File: config.mk
export PLATFORM = sky130hd
export DESIGN_NAME = i2a_controller
export DESIGN_NICKNAME = d
export VERILOG_FILES = /design/src/rtl/i2a_pkg.sv /design/src/rtl/i2a_controller.sv
export VERILOG_INCLUDE_DIRS = /design/src /design/src/rtl
export SDC_FILE = /design/constraint.sdc
export NUM_CORES = 1
export LEC_CHECK = 0
export BUFFER_PORTS_ARGS = -buffer_cell sky130_fd_sc_hd__buf_2
export CELL_PAD_IN_SITES_DETAIL_PLACEMENT = 1
export CELL_PAD_IN_SITES_GLOBAL_PLACEMENT = 1
export CORE_AREA = 2 2 39 41
export CTS_BUF_LIST = sky130_fd_sc_hd__clkbuf_16
export DETAILED_ROUTE_END_ITERATION = 12
export DIE_AREA = 0 0 41 43
export HOLD_SLACK_MARGIN = 0.1
export PLACE_DENSITY_LB_ADDON = 0.1
export SLEW_MARGIN = 20
export SYNTH_ARGS = -nofsm -noshare
export SYNTH_HDL_FRONTEND = slang
export SYNTH_SLANG_ARGS = --single-unit
File: constraint.sdc
create_clock -name clock -period 1.6 [get_ports clock]
set_input_delay 0.08 -clock clock [delete_from_list [all_inputs] [get_ports clock]]
set_output_delay 0.08 -clock clock [all_outputs]
set_load 0.1 [all_outputs]
File: src/rtl/integer_to_ascii_digits_top_macros.svh
// assertion macros shared by the integer to ascii digits modules
// each expects a signal named clock, and the second also one named reset
`ifndef INTEGER_TO_ASCII_DIGITS_TOP_MACROS_SVH
`define INTEGER_TO_ASCII_DIGITS_TOP_MACROS_SVH

// checked on every edge, also while reset is high
`define I2A_ASSERT_ALWAYS(lbl, prop, msg) \
   lbl: assert property (@(posedge clock) prop) else $error(msg);

// checked only outside reset
`define I2A_ASSERT(lbl, prop, msg) \
   lbl: assert property (@(posedge clock) disable iff (reset) prop) else $error(msg);

`endif

File: src/rtl/i2a_pkg.sv
// types, codes and constants of the integer to ascii digits block
// no dependencies; used by the controller, the datapath and the top level
package i2a_pkg;

   localparam int NUM_DIGITS = 10;
   localparam int PTR_W      = $clog2(NUM_DIGITS);
   localparam int HEX_NIBBLES = 8;

   // floor(v / 10) == (v * RECIP_10) >> RECIP_SHIFT for every 32-bit v
   localparam logic [31:0] RECIP_10    = 32'hCCCC_CCCD;
   localparam int          RECIP_SHIFT = 35;

   localparam logic [6:0] CHAR_MINUS  = 7'h2D;
   localparam logic [6:0] CHAR_ZERO   = 7'h30;
   localparam logic [6:0] CHAR_LOWER_A = 7'h61;

   localparam logic [1:0] OP_SIGNED_DEC   = 2'd0;
   localparam logic [1:0] OP_UNSIGNED_DEC = 2'd1;
   localparam logic [1:0] OP_HEX          = 2'd2;

   typedef struct packed {
      logic [1:0]  op;
      logic [31:0] number_bits;
   } req_type;

   typedef struct packed {
      logic [6:0] ascii_char;
      logic       last;
   } rsp_type;

   typedef enum logic [3:0] {
      ST_IDLE    = 4'b0001,
      ST_CONVERT = 4'b0010,
      ST_SIGN    = 4'b0100,
      ST_EMIT    = 4'b1000
   } state_type;

   typedef struct packed {
      logic load;
      logic conv_step;
      logic show_sign;
      logic advance;
   } cmd_type;

   typedef struct packed {
      logic conv_last;
      logic negative;
      logic ptr_zero;
   } stat_type;

   function automatic logic [6:0] digit_char(input logic [3:0] digit);
      logic [6:0] ch;
      if (digit < 4'd10) begin
         ch = CHAR_ZERO + 7'(digit);
      end else begin
         ch = CHAR_LOWER_A + 7'(digit - 4'd10);
      end
      return ch;
   endfunction

endpackage

File: src/rtl/i2a_controller.sv
// controller state machine: load, convert, optional sign, then one character per transfer
// depends on i2a_pkg and integer_to_ascii_digits_top_macros.svh
`include "integer_to_ascii_digits_top_macros.svh"

module i2a_controller (
   input  logic              clock,
   input  logic              reset,
   input  logic              req_valid,
   output logic              req_stall,
   output logic              rsp_valid,
   input  logic              rsp_stall,
   input  i2a_pkg::stat_type stat,
   output i2a_pkg::cmd_type  cmd
);
   import i2a_pkg::*;

   state_type state_ff, state_in;

   always_comb begin
      state_in = state_ff;
      cmd      = '0;
      unique case (state_ff)
         ST_IDLE: begin
            if (req_valid) begin
               cmd.load = 1'b1;
               state_in = ST_CONVERT;
            end
         end
         ST_CONVERT: begin
            cmd.conv_step = 1'b1;
            if (stat.conv_last) begin
               state_in = stat.negative ? ST_SIGN : ST_EMIT;
            end
         end
         ST_SIGN: begin
            cmd.show_sign = 1'b1;
            cmd.advance   = !rsp_stall;
            if (!rsp_stall) begin
               state_in = ST_EMIT;
            end
         end
         ST_EMIT: begin
            cmd.advance = !rsp_stall;
            if (!rsp_stall && stat.ptr_zero) begin
               state_in = ST_IDLE;
            end
         end
         default: begin
            state_in = ST_IDLE;
         end
      endcase
   end

   always_ff @(posedge clock) begin
      if (reset) begin
         state_ff <= ST_IDLE;
      end else begin
         state_ff <= state_in;
      end
   end

   assign req_stall = (state_ff != ST_IDLE);
   assign rsp_valid = (state_ff == ST_SIGN) || (state_ff == ST_EMIT);

   `I2A_ASSERT_ALWAYS(a_reset_idle, reset |=> (state_ff == ST_IDLE), "not idle after reset")
   `I2A_ASSERT(a_accept_converts, (req_valid && !req_stall) |=> (state_ff == ST_CONVERT),
      "accepted value did not start conversion")
   `I2A_ASSERT(a_sign_only_negative, (state_ff == ST_SIGN) |-> stat.negative,
      "minus sign shown for a non-negative value")
   `I2A_ASSERT(a_last_ends_item, (state_ff == ST_EMIT && stat.ptr_zero && !rsp_stall) |=>
      (state_ff == ST_IDLE), "did not return to idle after last character")

endmodule

==> results of run 1 <==
-- final cells by class --
type	instances	share of cell area
Timing Repair Buffer	16	0.285
Sequential cell	4	0.140
Multi-Input combinational cell	24	0.395
Inverter	3	0.0191
Clock buffer	3	0.127
Tap cell	16	0.0340
-- worst paths after layout --
kind	start	endpoint	slack, ps	cells past startpoint
min	stat[1]	state_ff[2]$_SDFFE_PP0P_	140	3
min reg2reg	state_ff[0]$_SDFFE_PP1P_	state_ff[3]$_SDFFE_PP0P_	610	3
max reg2reg	state_ff[0]$_SDFFE_PP1P_	state_ff[0]$_SDFFE_PP1P_	260	4
max	state_ff[2]$_SDFFE_PP0P_	cmd[3]	140	4
-- cell usage after synthesis --
| cell | instances |
|---|---|
| nor4b_4 | 1 |
| dfxtp_1 | 4 |
| xnor2_1 | 1 |
| nor4bb_1 | 1 |
| nand3b_4 | 1 |
| or3b_1 | 1 |
| buf_2 | 2 |
| nor3_1 | 2 |
| nand3_1 | 1 |
| nor2b_1 | 1 |
| nor4_1 | 1 |
| nor2_1 | 1 |
| nor4b_1 | 2 |
| a211oi_1 | 1 |
| a31o_1 | 1 |
| buf_6 | 1 |
| o22ai_1 | 1 |
| or4b_1 | 1 |
| o21ai_0 | 1 |
| a21oi_1 | 2 |
| nand2b_1 | 1 |
| buf_4 | 1 |
| nand2_1 | 1 |
| o21ai_1 | 1 |
| inv_1 | 3 |
| nor4b_2 | 1 |
-- stage by stage --
| stage | setup TNS, ps | area (um^2) | util | power, mW |
|---|---|---|---|---|
| 6_report | 0 | 589 | 0.426 | 0.621 |
| 5_1_grt | 0 | 589 | 0.426 | 0.643 |
| 4_1_cts | 0 | 588 | 0.425 | 0.626 |
| 3_5_place_dp | 0 | 495 | 0.358 | 0.230 |
| 3_3_place_gp | 0 | 495 | 0.358 | 0.227 |
| 2_1_floorplan | -1510 | 352 | - | 0.192 |
-- repair_timing --
action                                  4_1_cts  5_1_grt
resized for setup                             2        1
endpoints found under the setup margin        1        1
hold endpoints to repair                      2        0
hold buffers                                  1        0
-- metal layers --
metal  GRT usage  share of wire  up-vias
met5           0              0        -
met4       0.140          0.046        0
met3      0.0471          0.035        4
met2       0.228           0.54       11
met1       0.169           0.38      156
li1            -              -      159
-- critical path: stages, from the launching register on --
cell	delay [ps]
dfxtp_2	390
nor4b_2	330
nand2_1	140
inv_1	120
buf_12	180
-- power breakdown --
| group | total [mW] | internal, mW | switching, mW | leakage [nW] |
|---|---|---|---|---|
| registers | 0.110 | 0.105 | 0.00522 | 0.0337 |
| logic | 0.121 | 0.0423 | 0.0785 | 0.167 |
| clock network | 0.390 | 0.319 | 0.0711 | 0.0370 |
| total | 0.621 | 0.466 | 0.155 | 0.238 |
-- logic make-up after synthesis --
logic type	count (synthesis)	synth area share
and+or+nand+nor	16	0.461
DFF	4	0.252
xor gates and xnor gates	1	0.0276
AOI/OAI and AO/OA	7	0.134
buffers and inverters	7	0.126
==> impl_metrics.ini, run 1 <==
[run_status]
status = finished, final reports clean

[setup_path]
crit_type = reg -> out
startpoint_type = register
cp.required_ps = 1520
cp_max_fo = 10
end_kind = output port
worstPathArrival_ps = 1380

[clock_network]
cts_tree = yes
h-tree-depth = 1
cts-root-buf = clkbuf_16
clkTransAtPathRegs_ps = 30
cts_sinks = 4
cts_buffers = 3
clock_path_buffers = 2
clock_latency_ps = 230
cts_setup_buffers = 0

[finish]
final_cells = 66
syn_to_final_growth_pct = 85.4
ff_latch_area_um2 = 82.6
largest_reg_flops = 4
mostFrequentLayoutCell = buf_2
largestRegisters = state_ff (4)
antenna-diode-count = 0
final_nets = 59
drive_gt1_frac = 0.520
largest-register = state_ff
nFillCells = 148
multi_input_area_um2 = 233
final_cell_mix = buf_2, buf_12, inv_1, clkbuf_16, buf_4

[synth]
ys_warn_count = 0
synth_nets = 42
synth_cells = 35
netlist.top_cell.by_area = dfxtp_1
yosys-top-cells-area = dfxtp_1, nor4b_4, nand3b_4, nor4b_1, nor4b_2
synth_area_um2 = 318
ys_seq_area_frac = 0.252
syn_avg_cell_area_um2 = 9.08
synth-seq-cells = 4
ys_types = 26
synth_top_cell_area_share = 0.252

[drt]
drc = 0
dr.pass1.iters = 3
wl_per_cell_um = 14.9
num_vias = 330
drt-initial-drc-count = 5
antenna_left = 0
routed_via_density = 5.00
wirelength_um = 982

[pwr]
power_density_mw_per_mm2 = 1050
power.leakage_nw = 0.238
peakVddDrop_v = 0.000822

[die]
core_mm2 = 0.00138
die_w_um = 41
dieHeight_um = 43
initial_utilization = 0.230
die_area_mm2 = 0.00176
std_cell_rows = 14
io_pins = 13

[grt]
grt_pass1_wl_um = 1680
antenna_found_initial = 0
grt-ovfl-total = 0
grt_start_max_net_pins = 11
grt_usage = 0.156
grt_pass1_vias = 382

[placed_design]
port_buffers = 12
place_congestion = 0.768
dp_cells = 62
place_worst_setup_slack_ps = 168
place_hpwl_um = 766

[sta]
grt_setup_unrepaired = false
skew_ps = 1.69
setup_viol = 0
slew_headroom = 0.679
period_needed_ps = 1460
setup_slack_ps = 140
hold_viol = 0
tightest_slew_ps = 486
hold_slack_ps = 136
period_share = 0.913
finalMaxSlewViolations = 0
max_freq_mhz = 685

[min_path]
hp-class = in -> reg

[flow_run]
drv_cap = 0
Power figures use the tool's default switching activity.
==> run 2, diff against run 1 <==
--- a/config.mk
+++ b/config.mk
@@ -15,6 +15,7 @@
 export DIE_AREA = 0 0 41 43
 export HOLD_SLACK_MARGIN = 0.1
 export PLACE_DENSITY_LB_ADDON = 0.1
+export RECOVER_POWER = 50
 export SLEW_MARGIN = 20
 export SYNTH_ARGS = -nofsm -noshare
 export SYNTH_HDL_FRONTEND = slang
==> run 2 against run 1 <==
Effect of this change: core utilization is 2.1 points lower; register-to-register slack lost 90 ps; maximum frequency fell by 0.59%; sequential power is essentially flat; clock-buffer cell count did not move; cell area is 4.9% lower.
==> impl_metrics.ini, run 2 (synthesis gave the netlist of run 1 again) <==
[flow_run]
drv_cap = 0

[finish]
syn_to_final_growth_pct = 76.4
final_nets = 59
largest-register = state_ff
final_cell_mix = buf_2, buf_12, inv_1, clkbuf_16
utilization = 0.405
largestRegisters = state_ff (4)
nFillCells = 151
mostFrequentLayoutCell = buf_2
drive_gt1_frac = 0.460
largest_reg_flops = 4
antenna-diode-count = 0
ff_latch_area_um2 = 82.6
multi_input_area_um2 = 211

[grt]
grt-ovfl-total = 0
grt_usage = 0.156
grt_pass1_wl_um = 1680
grt_pass1_vias = 382
grt_start_max_net_pins = 11
antenna_found_initial = 0

[sta]
hold_viol = 0
period_needed_ps = 1470
skew_ps = 1.74
max_freq_mhz = 681
finalMaxSlewViolations = 0
period_share = 0.918
tightest_slew_ps = 486
grt_setup_unrepaired = false
setup_viol = 0
slew_headroom = 0.679

[clock_network]
cts_setup_buffers = 0
cts_tree = yes
cts-root-buf = clkbuf_16
clkTransAtPathRegs_ps = 30
cts_buffers = 3
clock_path_buffers = 2
clock_latency_ps = 230
h-tree-depth = 1
cts_sinks = 4

[setup_path]
worstPathArrival_ps = 1390
critPathLaunch = state_ff[0]$_SDFFE_PP1P_
ff2ff_path_depth = 4
worstReg2RegStart = state_ff[0]$_SDFFE_PP1P_
end_kind = output port
cp_max_fo = 4
cp.required_ps = 1520
ff2ff_setup_slack_ps = 170
crit_type = reg -> out
startpoint_type = register

[die]
die_area_mm2 = 0.00176
initial_utilization = 0.230
std_cell_rows = 14
core_mm2 = 0.00138
dieHeight_um = 43
die_w_um = 41
io_pins = 13

[drt]
num_vias = 332
drc = 0
drt-initial-drc-count = 7
wirelength_um = 992
wl_per_cell_um = 15.0
dr.pass1.iters = 4
routed_via_density = 5.03
antenna_left = 0

[pwr]
seq_power_share = 0.178
peakVddDrop_v = 0.000822
power.total_uw = 615
power.leakage_nw = 0.211
swShare = 0.249
p_clk_frac = 0.635
power_density_mw_per_mm2 = 1100
p_sw_uw = 153
comb_power_share = 0.186
internal-power_uw = 462

[run_status]
status = finished, final reports clean

[min_path]
hold_path_depth = 3
hp-class = in -> reg
min_from = stat[1]

[placed_design]
place_congestion = 0.768
place_hpwl_um = 766
port_buffers = 12
## run 2: cell types whose count changed in the layout (fill, tap and decap cells not counted), sizes merged
cell | before | now
clkbuf | 3 | 5
buf | 15 | 13
## run 2: final timing paths
check	endpoint
setup / recovery	cmd[1]
hold / removal	state_ff[2]$_SDFFE_PP0P_
setup reg to reg	state_ff[3]$_SDFFE_PP0P_
hold reg to reg	state_ff[3]$_SDFFE_PP0P_
## run 2: area by class of cell
type | instances | share of cell area
flip-flops and latches | 4 | 0.147
inverters | 3 | 0.0201
repair buffers | 16 | 0.286
multi-input cells | 24 | 0.377
well taps | 16 | 0.0357
clock buffers | 3 | 0.134
## run 2: metrics by stage
step                hold WS (ps)  std cells  cell area [um^2]  setup slack (ps)  setup TNS [ps]
global placement             307         62               495               243               0
floorplan                    149         35               352              -379           -1510
CTS                          140         66               588              68.0               0
finish                       136         66               561               131               0
global route                 186         66               561              71.4               0
detailed placement           313         62               495               168               0
## run 2: worst max-delay path: stages (launching register included)
cell and delay (ps):
dfxtp_1 320, clkbuf_1 160, nor4b_2 450, buf_12 230
## run 2: repair_timing
action,in CTS,in global routing
setup endpoints to repair,1,1
hold buffers,1,0
gates resized for setup,2,1
endpoints found under the hold margin,2,0
## run 2: power by group through the flow
| stage | Clock [mW] | Combinational [mW] | Sequential [mW] |
|---|---|---|---|
| 6_report | 0.391 | 0.115 | 0.110 |
| 3_3_place_gp | 0 | 0.116 | 0.111 |
| 3_5_place_dp | 0 | 0.119 | 0.111 |
| 5_1_grt | 0.405 | 0.121 | 0.110 |
| 2_1_floorplan | 0 | 0.0853 | 0.107 |
| 4_1_cts | 0.393 | 0.123 | 0.110 |
## run 2: layer usage
layer  wire, um  GRT usage  part of all wire  up-vias
met5          0          0                 0        -
met4         45      0.140             0.045        0
met3         38     0.0471             0.038        4
met2        533      0.228              0.54       13
met1        374      0.169              0.38      156
li1           -          -                 -      159
